==> src/kpu_pkg.sv <==
// Package for the permutation unranking block: field widths, command and
// status structs, and saturated factorial helpers used at elaboration.
// No dependencies.
package kpu_pkg;

    localparam int SIZE_W  = 4;
    localparam int RANK_W  = 19;
    localparam int DIGIT_W = 4;
    // One bit above the rank width, so a saturated constant always exceeds any rank.
    localparam int SAT_W   = RANK_W + 1;
    localparam logic [SAT_W-1:0] SAT_MAX = {SAT_W{1'b1}};

    typedef struct packed {
        logic load;
        logic step;
    } cmd_t;

    typedef struct packed {
        logic last;
    } stat_t;

    // Factorial of m, saturated to SAT_W bits
    function automatic logic [SAT_W-1:0] sat_fact(input int m);
        longint f;
        f = 1;
        for (int i = 2; i <= m; i++)
        begin
            f = f * i;
            if (f > longint'(SAT_MAX))
            begin
                f = longint'(SAT_MAX);
            end
        end
        return SAT_W'(f);
    endfunction

    // j times m factorial, saturated; j above m never reaches a rank
    function automatic logic [SAT_W-1:0] sat_mult(input int m, input int j);
        longint v;
        if (j > m)
        begin
            v = longint'(SAT_MAX);
        end
        else
        begin
            v = longint'(sat_fact(m)) * j;
            if (v > longint'(SAT_MAX))
            begin
                v = longint'(SAT_MAX);
            end
        end
        return SAT_W'(v);
    endfunction

endpackage

==> src/kpu_if.sv <==
// Handshake channels of the permutation unranking block: input word and
// result word, each with valid, ready and payload. Depends on kpu_pkg.
interface kpu_in_if;
    logic                        valid;
    logic                        ready;
    logic [kpu_pkg::SIZE_W-1:0]  size_n;
    logic [kpu_pkg::RANK_W-1:0]  rank_k;

    modport source (output valid, output size_n, output rank_k, input ready);
    modport sink   (input valid, input size_n, input rank_k, output ready);
endinterface

interface kpu_out_if;
    logic                        valid;
    logic                        ready;
    logic [kpu_pkg::DIGIT_W-1:0] digit;
    logic                        last;
    logic                        error;

    modport source (output valid, output digit, output last, output error, input ready);
    modport sink   (input valid, input digit, input last, input error, output ready);
endinterface

==> src/kth_permutation_unrank.sv <==
// An accepted input word loads the rank, symbol pool and place counter; each
// step then forms one digit into the result register, n digits for a word of
// size n at one digit a cycle while the result register is free, and a single
// word for an error word; the next word is taken as the final digit is formed.
// Reset (rst_n, asynchronous, active low) clears the controller and error flag.
// Top level of the permutation unranking block; depends on kpu_pkg, kpu_if,
// kpu_ctrl and kpu_datapath.
module kth_permutation_unrank #(
    parameter int MAX_N = 9
) (
    input  logic      clk,
    input  logic      rst_n,
    kpu_in_if.sink    in_ch,
    kpu_out_if.source out_ch
);

    kpu_pkg::cmd_t  cmd;
    kpu_pkg::stat_t stat;

    // Sequence words and pace the result register
    kpu_ctrl u_ctrl (
        .clk       (clk),
        .rst_n     (rst_n),
        .in_valid  (in_ch.valid),
        .in_ready  (in_ch.ready),
        .out_valid (out_ch.valid),
        .out_ready (out_ch.ready),
        .cmd       (cmd),
        .stat      (stat)
    );

    // Decode rank place by place
    kpu_datapath #(
        .MAX_N (MAX_N)
    ) u_datapath (
        .clk    (clk),
        .rst_n  (rst_n),
        .cmd    (cmd),
        .stat   (stat),
        .size_n (in_ch.size_n),
        .rank_k (in_ch.rank_k),
        .digit  (out_ch.digit),
        .last   (out_ch.last),
        .error  (out_ch.error)
    );

endmodule

==> src/kpu_datapath.sv <==
// Datapath of the permutation unranking block: remaining rank, symbol pool,
// place counter and result register. Depends on kpu_pkg.
module kpu_datapath #(
    parameter int MAX_N = 9
) (
    input  logic                        clk,
    input  logic                        rst_n,
    input  kpu_pkg::cmd_t               cmd,
    output kpu_pkg::stat_t              stat,
    input  logic [kpu_pkg::SIZE_W-1:0]  size_n,
    input  logic [kpu_pkg::RANK_W-1:0]  rank_k,
    output logic [kpu_pkg::DIGIT_W-1:0] digit,
    output logic                        last,
    output logic                        error
);

    localparam int SW = kpu_pkg::SIZE_W;
    localparam int RW = kpu_pkg::RANK_W;
    localparam int DW = kpu_pkg::DIGIT_W;
    localparam int TW = kpu_pkg::SAT_W;
    localparam int FACT_DEPTH = 2 ** SW;

    logic [RW-1:0] k_reg, k_next;
    logic [SW-1:0] left_reg, left_next;
    logic          err_reg, err_next;
    logic [DW-1:0] pool_reg [MAX_N];
    logic [DW-1:0] pool_next [MAX_N];
    logic [DW-1:0] digit_reg, digit_next;
    logic          last_reg, last_next;
    logic          error_reg, error_next;

    logic [TW-1:0] fact_tab [FACT_DEPTH];
    logic [TW-1:0] mult_tab [MAX_N][MAX_N];
    logic [TW-1:0] row [MAX_N];
    logic [MAX_N-1:0] thr;
    logic [SW-1:0] sel;
    logic [TW-1:0] sub;
    logic [DW-1:0] pick;
    logic          in_ok;
    logic          place_last;

    // Build constant tables of saturated factorials and their multiples
    for (genvar i = 0; i < FACT_DEPTH; i++)
    begin : g_fact
        localparam logic [TW-1:0] FV = kpu_pkg::sat_fact(i);
        assign fact_tab[i] = FV;
    end

    for (genvar m = 0; m < MAX_N; m++)
    begin : g_row
        for (genvar j = 0; j < MAX_N; j++)
        begin : g_col
            localparam logic [TW-1:0] MV = kpu_pkg::sat_mult(m, j);
            assign mult_tab[m][j] = MV;
        end
    end

    // Check the incoming size and rank
    assign in_ok = (size_n != '0) && (size_n <= SW'(MAX_N)) && (rank_k != '0) &&
                   ({1'b0, rank_k} <= fact_tab[size_n]);

    // Pick the multiples of (left-1)! for the current place
    always_comb
    begin
        for (int j = 0; j < MAX_N; j++)
        begin
            row[j] = kpu_pkg::SAT_MAX;
        end
        for (int m = 0; m < MAX_N; m++)
        begin
            if (left_reg == SW'(m + 1))
            begin
                row = mult_tab[m];
            end
        end
    end

    // Count the multiples not above the rank: that is the selector
    always_comb
    begin
        thr = '0;
        sel = '0;
        for (int j = 1; j < MAX_N; j++)
        begin
            thr[j] = ({1'b0, k_reg} >= row[j]);
        end
        for (int j = 1; j < MAX_N; j++)
        begin
            if (thr[j])
            begin
                sel = sel + SW'(1);
            end
        end
    end

    // Select the symbol and the amount to take off the rank
    always_comb
    begin
        pick = pool_reg[0];
        sub  = '0;
        for (int p = 0; p < MAX_N; p++)
        begin
            if (sel == SW'(p))
            begin
                pick = pool_reg[p];
                sub  = row[p];
            end
        end
        if (sel == '0)
        begin
            sub = '0;
        end
    end

    assign place_last = err_reg || (left_reg == SW'(1));

    // Load a new word or advance one place
    always_comb
    begin
        k_next     = k_reg;
        left_next  = left_reg;
        err_next   = err_reg;
        pool_next  = pool_reg;
        digit_next = digit_reg;
        last_next  = last_reg;
        error_next = error_reg;
        if (cmd.step)
        begin
            k_next    = k_reg - sub[RW-1:0];
            left_next = left_reg - SW'(1);
            for (int p = 0; p < MAX_N - 1; p++)
            begin
                if (SW'(p) >= sel)
                begin
                    pool_next[p] = pool_reg[p + 1];
                end
            end
            digit_next = err_reg ? '0 : pick;
            last_next  = place_last;
            error_next = err_reg;
        end
        if (cmd.load)
        begin
            k_next    = rank_k - RW'(1);
            left_next = size_n;
            err_next  = !in_ok;
            for (int p = 0; p < MAX_N; p++)
            begin
                pool_next[p] = DW'(p + 1);
            end
        end
    end

    // Hold the control flag under reset; payload needs none
    always_ff @(posedge clk or negedge rst_n)
    begin
        if (!rst_n)
        begin
            err_reg <= 1'b0;
        end
        else
        begin
            err_reg <= err_next;
        end
    end

    always_ff @(posedge clk)
    begin
        k_reg     <= k_next;
        left_reg  <= left_next;
        pool_reg  <= pool_next;
        digit_reg <= digit_next;
        last_reg  <= last_next;
        error_reg <= error_next;
    end

    assign stat.last = place_last;
    assign digit     = digit_reg;
    assign last      = last_reg;
    assign error     = error_reg;

    // An error word goes out as one final word with digit zero
    a_err_word: assert property (@(posedge clk) disable iff (!rst_n)
        (cmd.step && !cmd.load && err_reg) |=> (error_reg && last_reg && digit_reg == '0))
        else $error("error word malformed");

    // A valid place never steps with the place counter at zero
    a_left_live: assert property (@(posedge clk) disable iff (!rst_n)
        (cmd.step && !err_reg) |-> (left_reg != '0))
        else $error("step with no place left");

    // The selector always lands on one of the unused symbols
    a_sel_range: assert property (@(posedge clk) disable iff (!rst_n)
        (cmd.step && !err_reg) |-> (sel < left_reg))
        else $error("selector past the unused symbols");

endmodule

==> src/kpu_ctrl.sv <==
// Controller of the permutation unranking block: accepts input words, paces
// one place per cycle into the result register while it is free. Depends on kpu_pkg.
module kpu_ctrl (
    input  logic           clk,
    input  logic           rst_n,
    input  logic           in_valid,
    output logic           in_ready,
    output logic           out_valid,
    input  logic           out_ready,
    output kpu_pkg::cmd_t  cmd,
    input  kpu_pkg::stat_t stat
);

    localparam logic S_IDLE = 1'b0;
    localparam logic S_RUN  = 1'b1;

    logic state_reg, state_next;
    logic out_valid_reg, out_valid_next;
    logic slot_free;
    logic step;
    logic done;
    logic load;

    // Step when the result register is empty or being drained
    assign slot_free = !out_valid_reg || out_ready;
    assign step      = (state_reg == S_RUN) && slot_free;
    assign done      = step && stat.last;
    assign in_ready  = (state_reg == S_IDLE) || done;
    assign load      = in_valid && in_ready;

    always_comb
    begin
        state_next = state_reg;
        case (state_reg)
            S_IDLE:
            begin
                if (load)
                begin
                    state_next = S_RUN;
                end
            end
            S_RUN:
            begin
                if (load)
                begin
                    state_next = S_RUN;
                end
                else if (done)
                begin
                    state_next = S_IDLE;
                end
            end
            default:
            begin
                state_next = S_IDLE;
            end
        endcase
    end

    // Fill the result register on a step, drop it once taken
    always_comb
    begin
        out_valid_next = out_valid_reg;
        if (step)
        begin
            out_valid_next = 1'b1;
        end
        else if (out_ready)
        begin
            out_valid_next = 1'b0;
        end
    end

    always_ff @(posedge clk or negedge rst_n)
    begin
        if (!rst_n)
        begin
            state_reg     <= S_IDLE;
            out_valid_reg <= 1'b0;
        end
        else
        begin
            state_reg     <= state_next;
            out_valid_reg <= out_valid_next;
        end
    end

    assign cmd.load  = load;
    assign cmd.step  = step;
    assign out_valid = out_valid_reg;

    // Ready while running only on the final place
    a_ready_run: assert property (@(posedge clk) disable iff (!rst_n)
        (in_ready && state_reg == S_RUN) |-> (step && stat.last))
        else $error("input ready mid permutation");

    // An accepted word always leaves the block running
    a_load_run: assert property (@(posedge clk) disable iff (!rst_n)
        load |=> (state_reg == S_RUN))
        else $error("accepted word not started");

    // A result appears only after a step
    a_rise_step: assert property (@(posedge clk) disable iff (!rst_n)
        $rose(out_valid_reg) |-> $past(step))
        else $error("result without step");

endmodule
==> src/flat_wrapper.sv <==
// flat-port wrapper written by rule: the top's interface ports become plain ports
module kth_permutation_unrank_flat 
#(
    parameter int MAX_N = 9
)
  (clk, rst_n, in_ch_valid, in_ch_size_n, in_ch_rank_k, in_ch_ready, out_ch_valid, out_ch_digit, out_ch_last, out_ch_error, out_ch_ready);
  kpu_in_if in_ch_i ();
  kpu_out_if out_ch_i ();
  input  logic clk;
  input  logic rst_n;
  input wire logic [$bits(in_ch_i.valid)-1:0] in_ch_valid;
  input wire logic [$bits(in_ch_i.size_n)-1:0] in_ch_size_n;
  input wire logic [$bits(in_ch_i.rank_k)-1:0] in_ch_rank_k;
  output wire logic [$bits(in_ch_i.ready)-1:0] in_ch_ready;
  output wire logic [$bits(out_ch_i.valid)-1:0] out_ch_valid;
  output wire logic [$bits(out_ch_i.digit)-1:0] out_ch_digit;
  output wire logic [$bits(out_ch_i.last)-1:0] out_ch_last;
  output wire logic [$bits(out_ch_i.error)-1:0] out_ch_error;
  input wire logic [$bits(out_ch_i.ready)-1:0] out_ch_ready;
  assign in_ch_i.valid = in_ch_valid;
  assign in_ch_i.size_n = in_ch_size_n;
  assign in_ch_i.rank_k = in_ch_rank_k;
  assign in_ch_ready = in_ch_i.ready;
  assign out_ch_valid = out_ch_i.valid;
  assign out_ch_digit = out_ch_i.digit;
  assign out_ch_last = out_ch_i.last;
  assign out_ch_error = out_ch_i.error;
  assign out_ch_i.ready = out_ch_ready;
  kth_permutation_unrank #(.MAX_N(MAX_N)) u_core (.clk(clk), .rst_n(rst_n), .in_ch(in_ch_i), .out_ch(out_ch_i));
endmodule
==> config.mk <==
export PLATFORM = sky130hd
export DESIGN_NAME = kth_permutation_unrank_flat
export DESIGN_NICKNAME = d
export VERILOG_FILES = /design/src/kpu_pkg.sv /design/src/kpu_if.sv /design/src/kth_permutation_unrank.sv /design/src/kpu_datapath.sv /design/src/kpu_ctrl.sv /design/src/flat_wrapper.sv
export SDC_FILE = /design/constraint.sdc
export NUM_CORES = 1
export LEC_CHECK = 0
export BUFFER_PORTS_ARGS = -buffer_cell sky130_fd_sc_hd__buf_2
export CORE_MARGIN = 1
export CORE_UTILIZATION = 66
export CTS_CLUSTER_SIZE = 40
export DETAILED_ROUTE_END_ITERATION = 8
export PLACE_DENSITY = 0.86
export RECOVER_POWER = 25
export SYNTH_ARGS = -nofsm -noshare
export SYNTH_HDL_FRONTEND = slang
export SYNTH_SLANG_ARGS = --single-unit
export TNS_END_PERCENT = 5
==> constraint.sdc <==
create_clock -name clk -period 20.2 [get_ports clk]
set_input_delay 1.01 -clock clk [delete_from_list [all_inputs] [get_ports clk]]
set_output_delay 1.01 -clock clk [all_outputs]
set_load 0.05 [all_outputs]
After elaboration in Yosys (flattened, before gate mapping) --
Memories as Yosys holds them, arrays and structs flattened. Index checks and enable logic that the tools add are counted.
Storage, ports and cells: word-level logic and storage cells 136, bits in read-only memories 320, memories 1, register bits after elaboration 61, output and inout bits 8
Operators by class: $lt $le $gt $ge 19, reduce and logical (&&, ||, !) cells 25, muxes and demuxes 45, bitwise operators 2, equal/unequal tests 17, add/sub/neg operators 10
Memory list:
- (name not given) | depth 16, bits a word 20, rd ports 1, clocked after Yosys merged registers in 0, wr ports 0, RTL line kpu_datapath.sv:60 | ({1'b0, rank_k} <= fact_tab[size_n]);
Operator list (number):
- 160-bit two-way mux | 8
- 19-bit two-way mux | 11
- 19-bit by 20-bit greater-or-equal comparator with 1-bit output | 8
- 4-bit two-way mux | 17
- 20-bit two-way mux | 2
- 4-bit by 3-bit equality test with 1-bit output, second input constant | 8
- 4-bit by 1-bit adder with 4-bit output, second input constant | 7
- 19-bit by 20-bit <= comparator with 1-bit output | 1
- 19-bit nonzero test | 1
- 19-bit by 1-bit subtractor with 19-bit output, second input constant | 1
- 19-bit subtractor | 1
- 4-bit by 2-bit equality test with 1-bit output, second input constant | 4
- 3-bit by 4-bit greater-or-equal comparator with 1-bit output, first input constant | 4
- 2-bit AND reduction | 8
- 4-bit equality test, second input constant | 3
- 4-bit by 1-bit equality test with 1-bit output, second input constant | 2
- 1-bit by 4-bit greater-or-equal comparator with 1-bit output, first input constant | 2
- 2-bit by 4-bit greater-or-equal comparator with 1-bit output, first input constant | 2
- 1-bit logical AND | 6
- 1-bit two-way mux | 6
- 5-bit greater-or-equal comparator, second input constant | 1
- 4-bit inverter with 5-bit output | 1
- 4-bit <= comparator, second input constant | 1
- 4-bit zero test | 1
- 8 further kinds | 12

Depth between registers and ports, before layout --
Gate-level depths: netlist (run 1).
word-level depth 38, depth in mapped cells 57

Hierarchy --
A second synthesis (run 1) with hierarchy kept.
Second synthesis, totals: cell total of the unflattened synthesis 1228, area total of the unflattened synthesis 9590.4 um^2
Modules (own cells, without submodules):
- kpu_datapath | cells each 1213, area each 9459.1 um^2, times used 1
- kpu_ctrl | cells each 15, area each 131.4 um^2, times used 1

Least setup slack after synthesis (run 1) --
OpenSTA, ideal clock, no wires.
kind reg2reg, start point reg u_core.u_datapath.left_reg[0], end point reg u_core.u_datapath.k_reg[18], data pin, path buffers 3, setup slack 10.066 ns, required time 19.942 ns, stages on the path, launching flop included 52, arrival 9.876 ns, clock period less this slack 10.134 ns, cell sequence edfxtp_1 inv_1 ha_1 buf_1 nand2b_1 o21ai_0 a21oi_1 o21ai_0 ha_1 a2111o_1 nor4_2 nor3_1 or2_2 xnor2_1 nand2_1 o21ai_0 inv_1 ha_1 (+16 left out) a31oi_1 o21a_1 ha_1 inv_1 fa_1 a21o_1 a21oi_1 o21ai_0 a21oi_1 o21ai_0 a211oi_1 o21ai_0 nand2_1 o2111ai_1 o211ai_1 xnor2_1 a311o_1 o221a_2
Between the ends: longest elaborated chain between the ends 38, elaborated cells between the ends (all ways) 65
RTL lines:
- start: declaration | RTL line kpu_datapath.sv:24 | logic [SW-1:0] left_reg, left_next;
- start signal: assignment | RTL line kpu_datapath.sv:170 | left_reg <= left_next;
- 4-bit by 2-bit equality test with 1-bit output | RTL line kpu_datapath.sv:71 | if (left_reg == SW'(m + 1))
- 160-bit two-way mux (8 in a row) | RTL line kpu_datapath.sv:71
- 19-bit by 20-bit greater-or-equal comparator with 1-bit output | RTL line kpu_datapath.sv:85 | thr[j] = ({1'b0, k_reg} >= row[j]);
- 1-bit two-way mux | RTL line kpu_datapath.sv:89 | if (thr[j])
- 4-bit by 1-bit adder with 4-bit output | RTL line kpu_datapath.sv:91 | sel = sel + SW'(1);
- 4-bit two-way mux | RTL line kpu_datapath.sv:89
- 4-bit by 1-bit adder with 4-bit output | RTL line kpu_datapath.sv:91
- 4-bit two-way mux | RTL line kpu_datapath.sv:89
- (+9 left out)
- 4-bit two-way mux | RTL line kpu_datapath.sv:89
- 4-bit by 1-bit equality test with 1-bit output | RTL line kpu_datapath.sv:103 | if (sel == SW'(p))
- 19-bit two-way mux (8 in a row) | RTL line kpu_datapath.sv:103
- 19-bit two-way mux | RTL line kpu_datapath.sv:109 | if (sel == '0)
- 19-bit subtractor | RTL line kpu_datapath.sv:129 | k_next = k_reg - sub[RW-1:0];
- 19-bit two-way mux | RTL line kpu_datapath.sv:127 | if (cmd.step)
- 19-bit two-way mux * | RTL line kpu_datapath.sv:142 | if (cmd.load)
- named net u_core.u_datapath.k_next[18] | RTL line kpu_datapath.sv:23 | logic [RW-1:0] k_reg, k_next;
- end signal: assignment | RTL line kpu_datapath.sv:169 | k_reg <= k_next;
- end: declaration | RTL line kpu_datapath.sv:23
Mark *: on every way through the listed nets, which the timed path passes. The rest lies on a longest branch. The select of a mux whose other input is x is not followed. A chain may end at the register's enable or synchronous reset.

Worst setup path after layout (run 1) --
Same ends and word-level chain as after synthesis.

==> metrics, run 1 <==
setup TNS 0 ns; area grow syn2layout 6.88%; DP HPWL 24,100 um; Final Util 72.1%; period utilization 62.9%; Die H 121 um; Post-CTS Setup Inserts 0; routability cong. 1.04; area of the multi-input gates 7500 um2; CP required 20.28 ns; Worst path max stage delay 0.75 ns; gr usage total 43.8%; CTS tree yes; Syn. warnings 0; FMAX 78.7 MHz; row cnt 43; starting density of the core 67.5%; CTS H-Tree Depth 3; syn nets 1,421; share of post-route cells with drive strength above 1 8.25%; Avg WL per Cell 22.5 um; Max Buffers Root-to-Sink 2; ant diodes 0; Final nets 1,439; initial drt markers 1,179; Slew @ Worst Pin 1.79 ns; first-pass GRT wire length 49,100 um; synthesized area per cell 7.72 um2; Critical Path Source Type register; Final ANT Viol Nets 0; crit path DAT 12.79 ns; minimum clock period 12.71 ns; placed cell area 9730 um2; CTS Sinks 59; crit-path max FO 45; synth unique cells 94; design area 10,000 um2; CP Capture Type register; Post-synth ARST share 5.08%; Worst-Skew Late Latency 0.34 ns; Synth Flop Type edfxtp_1; CP Class register to register; crit path max-delay cell type a221oi_1; sequential-to-total area share from yosys stat 15.9%; Final Hold Fails 0; Mapped Cells 1,214; I/O Buffers 34; CTS clk-pin slew, worst paths 0.06 ns; IO Count 35; Yosys reg bits 59; Slew HR -19.4%; Slew Viols, Final 81; clock buffer count from CTS 9; via count 9,959; post-CTS sizing 0; WL final 31,900 um; Final Setup Violations 0; fill count 1,112; total gr overflow 0; outcome finished, violations left; largest net degree at the start of global routing 46; Residual DRC 0; Clock Skew 0.0115 ns; via count of the first global-routing pass 9,249; Largest register FFs 27; commonest non-fill, non-tap cell in the layout ha_1; die width 121 um; die area 14,700 um2; vias per inst 7.03; initial antenna violation count 0; hold_buf cts 0; root buffer cell clkbuf_16; crit-path most repeated cell ha_1; DRT Pass-1 Iters 9; unrepaired setup endpoints after global routing false; Syn Std Cell Area 9370 um2; Worst Hold Class input pin to async pin; maxcap violations 2; failing checks capacitance limit, slew limit; EDFF count, synth 29; register area 1490 um2; CORE AREA 13,900 um2; commonest cells after routing, fill and taps aside ha_1 (179), nand2_1 (124), nor2_1 (113)
-- Yosys cell counts (6+ instances only) --
cell         n  share of area, %
a2111oi_0    7              0.65
a211oi_1    17               1.4
a21boi_0     7              0.56
a21o_1      20               1.6
a21oi_1     98               5.2
a22oi_1      8              0.64
a31oi_1     15               1.0
buf_2       12              0.64
clkbuf_1    31               1.2
dfxtp_1     27               5.8
edfxtp_1    29               9.3
ha_1       179                24
inv_1       44               1.8
mux2i_1     26               2.8
nand2_1    124               5.0
nand2b_1    26               1.7
nand3_1     43               2.3
nand4_1     12              0.80
nor2_1     113               4.5
nor2b_1      9              0.60
nor3_1      31               1.7
nor4_1       7              0.47
o211ai_1    20               1.6
o21a_1       6              0.48
o21ai_0     87               4.6
o22ai_1     13              0.87
or2_2        6              0.40
or3_1       20               1.3
xnor2_1     25               2.3
xor2_1      19               1.8
-- worst paths after layout --
path / cells after the start / from / slack [ns] / end
setup / recovery: 50 / u_core.u_datapath.left_reg[0] / 7.49 / u_core.u_datapath.k_reg[18]
hold / removal: 1 / rst_n / 0.47 / u_core.u_ctrl.state_reg
setup reg to reg: 50 / u_core.u_datapath.left_reg[0] / 7.49 / u_core.u_datapath.k_reg[18]
hold reg to reg: 2 / u_core.u_datapath.pool_reg[31] / 0.47 / u_core.u_datapath.pool_reg[31]
max in group asynchronous: 1 / rst_n / 19.56 / u_core.u_ctrl.out_valid
min in group clk: 2 / u_core.u_datapath.pool_reg[31] / 0.47 / u_core.u_datapath.pool_reg[31]
-- worst max-delay path: cells and delay by family (launching register included) --
family	cells	cell delay, ns
AO/OA/AOI/OAI	23	5.01
adder cells (fa/ha/maj)	8	2.72
XOR/XNOR	3	0.56
AND/OR/NAND/NOR	9	2.00
flip-flops	1	0.45
multiplexers	1	0.18
buffers and inverters	6	1.54
-- layout make-up --
type | count | area share [%]
multi-input cells | 1057 | 74.9
flip-flops and latches | 59 | 14.8
repair buffers | 55 | 3.10
clock buffers | 10 | 2.50
well taps | 180 | 2.25
inverters | 50 | 1.87
clock inverters | 6 | 0.500
-- kinds of logic (layout without fill, tap and decap cells) --
logic type	Yosys count	in the layout	synth area share, %
flops	59	59	15.9
xor+xnor	49	49	5.17
compound gates	370	370	25.7
fa+ha+maj	180	180	24.1
simple gates	431	431	22.0
mux	27	27	2.90
buf+inv	98	121	4.21
-- per-stage QoR --
stage,setup WS (ns),instances,hold WS [ns]
after floorplan,10.07,1214,0.438
after global placement,8.00,1401,0.464
after detailed placement,7.86,1401,0.464
after CTS,7.77,1417,0.456
after global routing,6.38,1417,0.492
final,7.49,1417,0.472
-- metal layers --
metal	GRT usage (%)	part of all wire, %
met5	0	0
met4	28.0	6.9
met3	9.68	9.7
met2	70.7	45
met1	52.4	39
Power of run 1 is not shown: default switching activity piles up to over one toggle a cycle in this logic, so the estimate is an artifact.
==> inputs of run 2 (changes only) <==
CORE_UTILIZATION = 59   (was 66)
PLACE_DENSITY = 0.82   (was 0.86)
clock period = 10.75 ns   (was 20.2 ns; I/O delays follow)
==> run 2 against run 1 <==
Net effect: the run still ends with capacitance limit, slew limit left; design area rose by 5.7%; fmax rose by 25%; count of clock-buffer cells in the layout fell by 1; die area rose by 12%; worst hold slack got worse by 0.045 ns; sequential cell count did not move; register-to-register slack got worse by 6.9 ns; routed wire length rose by 2.5%; worst setup slack got worse by 6.9 ns.
==> metrics, run 2 (synthesis gave the netlist of run 1 again) <==
Die H 128 um (+5.7%); FMAX 98.4 MHz (+25%); first-pass GRT wire length 50,600 um (+3.1%); register area 1490 um2 (unchanged); clock buffer count from CTS 9 (unchanged); failing checks capacitance limit, slew limit; crit path max-delay cell type edfxtp_1; Largest register FFs 27 (unchanged); CORE AREA 15,400 um2 (+11%); CTS H-Tree Depth 3 (unchanged); Slew Viols, Final 39 (-52%); CTS tree yes; maxcap violations 1 (-1); Hold Crit Start in_ch_valid; CP Capture Type register; total gr overflow 0 (unchanged); commonest cells after routing, fill and taps aside ha_1 (178), nand2_1 (123), nor2_1 (111); Clock Skew 0.00852 ns (-0.00294 ns); period utilization 94.5% (+32 points); Worst path max stage delay 0.56 ns (-0.19 ns); area of the multi-input gates 7580 um2 (+1.1%); via count of the first global-routing pass 9,557 (+3.3%); Top delay family on crit path compound AO/OA/AOI/OAI gates; CTS clk-pin slew, worst paths 0.06 ns (about the same); DP HPWL 25,200 um (+4.8%); worst r2r dst u_core.u_datapath.k_reg[15]; reg-to-reg slack, setup 0.59 ns (-6.90 ns); vias per inst 6.66 (-5.2%); CP Class register to register; routability cong. 1.05 (+0.65%); Worst-Skew Late Latency 0.33 ns (about the same); WL final 32,700 um (+2.5%); initial drt markers 843 (-28%); Avg WL per Cell 21.7 um (-3.6%); crit-path max FO 10 (-78%); commonest non-fill, non-tap cell in the layout ha_1; outcome finished, violations left; Critical Path Source Type register; die area 16,400 um2 (+12%); via count 10,000 (+0.76%); hold slack 0.426 ns (-0.0455 ns); largest net degree at the start of global routing 42 (-8.7%); ant diodes 0 (unchanged); minimum clock period 10.16 ns (-2.55 ns); gr usage total 40.2% (-3.6 points); share of post-route cells with drive strength above 1 13.7% (+5.5 points); fill count 1,346 (+21%); Final nets 1,497 (+4.0%); CP bufs+invs 8 (+2); I/O Buffers 34 (unchanged); CP required 10.84 ns (-9.44 ns); Final Hold Fails 0 (unchanged); worst hold path endpoint u_core.u_ctrl.state_reg; Worst Hold Class input pin to register; starting density of the core 61.0% (-6.5 points); root buffer cell clkbuf_16; DRT Pass-1 Iters 8 (-1); Final ANT Viol Nets 0 (unchanged); Final Setup Violations 0 (unchanged); Max Buffers Root-to-Sink 2 (unchanged); Hold Path Depth 2; die width 128 um (+5.7%); Slew @ Worst Pin 1.72 ns (-0.0719 ns); crit path DAT 10.25 ns (-2.54 ns); Slew HR -14.6% (+4.8 points); R2R Path Start u_core.u_datapath.left_reg[3]; initial antenna violation count 0 (unchanged); row cnt 45 (+4.7%); area grow syn2layout 13.0%; crit-path most repeated cell ha_1; CTS Sinks 59 (unchanged); r2r worst-path depth 50 (unchanged); Residual DRC 0 (unchanged); IO Count 35 (unchanged)
## run 2: worst reg2reg max path, delay by kind of cell, from the launching register on
family          cells  cell delay, ns
buf+inv             8            1.21
flops               1            0.56
fa+ha+maj           6            1.64
compound gates     21            3.73
mux                 1            0.40
simple gates       10            1.45
xor+xnor            4            0.94
## run 2: final cells by class
| cell class | count | area share [%] |
|---|---|---|
| clock buffer | 9 | 2.13 |
| clock inverter | 7 | 0.780 |
| inverter | 50 | 1.77 |
| multi-input combinational | 1057 | 71.7 |
| sequential | 59 | 14.0 |
| tap | 211 | 2.49 |
| timing repair buffer | 113 | 7.11 |
## run 2: per-stage QoR
| stage | setup WS [ns] | util, % | setup TNS, ns | cell area (um2) | instances |
|---|---|---|---|---|---|
| finish | 0.591 | 68.8 | 0 | 10600 | 1506 |
| global route | -0.0510 | 68.8 | -0.0697 | 10600 | 1506 |
| CTS | 0.0265 | 68.2 | 0 | 10500 | 1500 |
| detailed placement | -0.120 | 66.0 | -0.120 | 10200 | 1483 |
| global placement | 0.201 | 66.0 | 0 | 10200 | 1483 |
| floorplan | 0.616 | - | 0 | 9370 | 1214 |
## run 2: worst max-delay path by stage
stage	start	cells past startpoint	to
2_1_floorplan	u_core.u_datapath.left_reg[0]	51	u_core.u_datapath.k_reg[18]
3_3_place_gp	u_core.u_datapath.left_reg[0]	50	u_core.u_datapath.k_reg[15]
3_5_place_dp	u_core.u_datapath.left_reg[0]	51	u_core.u_datapath.k_reg[15]
4_1_cts	u_core.u_datapath.left_reg[0]	48	u_core.u_datapath.k_reg[15]
5_1_grt	u_core.u_datapath.left_reg[0]	52	u_core.u_datapath.k_reg[18]
6_report	u_core.u_datapath.left_reg[3]	50	u_core.u_datapath.k_reg[15]
## run 2: what timing repair did
item	CTS	global route
setup buffers	0	6
cloned	0	0
endpoints found under the hold margin	3	0
resized for setup	4	30
endpoints found under the setup margin	3	9
pin swaps	0	9
hold buffers	1	0
## run 2: metal layers
layer | track usage, % | part of all wire (%) | up-vias | wire, um
li1 | - | - | 4708 | -
met1 | 50.4 | 41 | 4632 | 13300
met2 | 67.0 | 45 | 565 | 14700
met3 | 6.59 | 9.2 | 130 | 3000
met4 | 19.6 | 5.3 | 0 | 1730
met5 | 0 | 0 | - | 0
Power of run 2 is left out for the same reason.
==> inputs of run 3 (changes only) <==
CELL_PAD_IN_SITES_DETAIL_PLACEMENT = 1   (was not set)
CELL_PAD_IN_SITES_GLOBAL_PLACEMENT = 1   (was not set)
CORE_UTILIZATION = 44   (was 59)
GPL_TIMING_DRIVEN = 0   (was not set)
PLACE_DENSITY = 0.81   (was 0.82)
==> run 3 against run 2 <==
Net effect: the flow now finishes without violations; register-to-register slack got worse by 0.28 ns; largest cell class unchanged; via count grew 2.6%; highest routed layer unchanged; sequential share of layout area decreased by 0.70 points; die area increased by 34%.
==> metrics, run 3 (synthesis gave the netlist of run 1 again) <==
outcome completed; Hold Crit Start in_ch_valid; Die H 148 um (+16%); share of post-route cells with drive strength above 1 18.1% (+4.4 points); Final ANT Viol Nets 0 (unchanged); Hold Path Depth 2 (unchanged); clock buffer count from CTS 9 (unchanged); reg-to-reg slack, setup 0.31 ns (-0.28 ns); Final nets 1,510 (+0.87%); routability cong. 0.998 (-4.7%); fill count 2,584 (+92%); CP Capture Type register; Slew Viols, Final 0 (-100%); Largest register FFs 27 (unchanged); Final Util 53.2% (-16 points); Avg WL per Cell 24.2 um (+12%); DRT Pass-1 Iters 5 (-3); period utilization 97.1% (+2.6 points); initial drt markers 668 (-21%); commonest non-fill, non-tap cell in the layout ha_1; commonest cells after routing, fill and taps aside ha_1 (170), nand2_1 (115), nor2_1 (106); crit path max-delay cell type or3_1; crit-path most repeated cell ha_1; root buffer cell clkbuf_16; crit-path max FO 10 (unchanged); CP required 10.84 ns (about the same); r2r worst-path depth 49 (-2.0%); CORE AREA 21,000 um2 (+36%); I/O Buffers 34 (unchanged); vias per inst 6.51 (-2.4%); gr usage total 34.4% (-5.8 points); via count 10,300 (+2.6%); CTS clk-pin slew, worst paths 0.06 ns (about the same); Slew HR 28.0% (+43 points); row cnt 53 (+18%); total gr overflow 0 (unchanged); Slew @ Worst Pin 1.07 ns (-0.654 ns); crit path DAT 10.53 ns (+0.28 ns); via count of the first global-routing pass 10,500 (+9.7%); minimum clock period 10.44 ns (+0.282 ns); post-route insts no fill 1,583 (+5.1%); Max Buffers Root-to-Sink 2 (unchanged); Clock Skew 0.0125 ns (+0.00402 ns); CP Class register to register; maxcap violations 0 (-1); Final Setup Violations 0 (unchanged); die area 21,900 um2 (+34%); largest net degree at the start of global routing 24 (-43%); area grow syn2layout 18.9%; worst r2r dst u_core.u_datapath.k_reg[18]; first-pass GRT wire length 57,500 um (+14%); DP Cell Count 1,523 (+2.7%); Worst path max stage delay 0.52 ns (-0.04 ns); FMAX 95.8 MHz (-2.7%); R2R Path Start u_core.u_datapath.left_reg[0]; unrepaired setup endpoints after global routing true; DP HPWL 28,200 um (+12%); CTS tree yes; starting density of the core 44.7% (-16 points); die width 148 um (+16%); worst hold path endpoint u_core.u_ctrl.state_reg; CTS Sinks 59 (unchanged); Worst-Skew Late Latency 0.34 ns (about the same); Final Hold Fails 0 (unchanged); Residual DRC 0 (unchanged); IO Count 35 (unchanged); CTS H-Tree Depth 3 (unchanged); Worst Hold Class input pin to register; Critical Path Source Type register; initial antenna violation count 1 (+1); setup TNS 0 ns (unchanged); ant diodes 0 (unchanged); WL final 38,400 um (+17%)
==> run 3: through the flow <==
stage	instance area, um2	setup WS, ns	hold slack [ns]
6_report	11100	0.309	0.422
5_1_grt	11100	-0.120	0.421
3_5_place_dp	9880	-2.50	0.337
4_1_cts	10700	0.00137	0.416
2_1_floorplan	9370	0.616	0.242
3_3_place_gp	9880	-2.31	0.335
==> run 3: how the worst max path moves through the flow <==
stage	startpoint	endpoint	slack, ns	cells after the start
3_5_place_dp	u_core.u_datapath.left_reg[0]	u_core.u_datapath.k_reg[15]	-2.50	49
5_1_grt	u_core.u_datapath.left_reg[0]	u_core.u_datapath.k_reg[18]	-0.12	50
4_1_cts	u_core.u_datapath.left_reg[3]	u_core.u_datapath.k_reg[15]	0.001	51
6_report	u_core.u_datapath.left_reg[0]	u_core.u_datapath.k_reg[18]	0.31	49
3_3_place_gp	u_core.u_datapath.left_reg[0]	u_core.u_datapath.k_reg[18]	-2.31	50
2_1_floorplan	u_core.u_datapath.left_reg[0]	u_core.u_datapath.k_reg[18]	0.62	51
==> run 3: critical path, delay by kind of cell (launching register included) <==
family / cells / cell delay (ns)
buffers and inverters: 9 / 1.27
adders and majority gates: 6 / 1.64
AOI/OAI and AO/OA: 19 / 3.51
DFF: 1 / 0.50
and+or+nand+nor: 10 / 2.32
xor gates and xnor gates: 5 / 0.94
==> run 3: area by class of cell <==
class	count	area [um2]	share of cell area (%)
well taps	275	344	3.09
clock inverters	7	76.3	0.685
flip-flops and latches	59	1490	13.3
repair inverters	1	5.00	0.0449
multi-input cells	1057	8010	71.9
repair buffers	81	534	4.80
clock buffers	9	225	2.02
plain buffers	44	259	2.33
inverters	50	204	1.83
==> run 3: what timing repair did <==
item | 4_1_cts | 5_1_grt
endpoints found under the hold margin | 3 | 0
gates resized for setup | 95 | 82
buffers inserted | 20 | 26
setup endpoints to repair | 18 | 11
hold buffers | 1 | 0
pin swaps | 18 | 37
cloned | 0 | 1
==> run 3: routing by layer <==
| layer | track usage [%] | up-vias | wire length, um |
|---|---|---|---|
| li1 | - | 4738 | - |
| met1 | 41.7 | 4965 | 15200 |
| met2 | 58.1 | 466 | 18100 |
| met3 | 5.06 | 129 | 2950 |
| met4 | 19.7 | 0 | 2140 |
| met5 | 0 | - | 0 |
Power of run 3 is left out for the same reason.
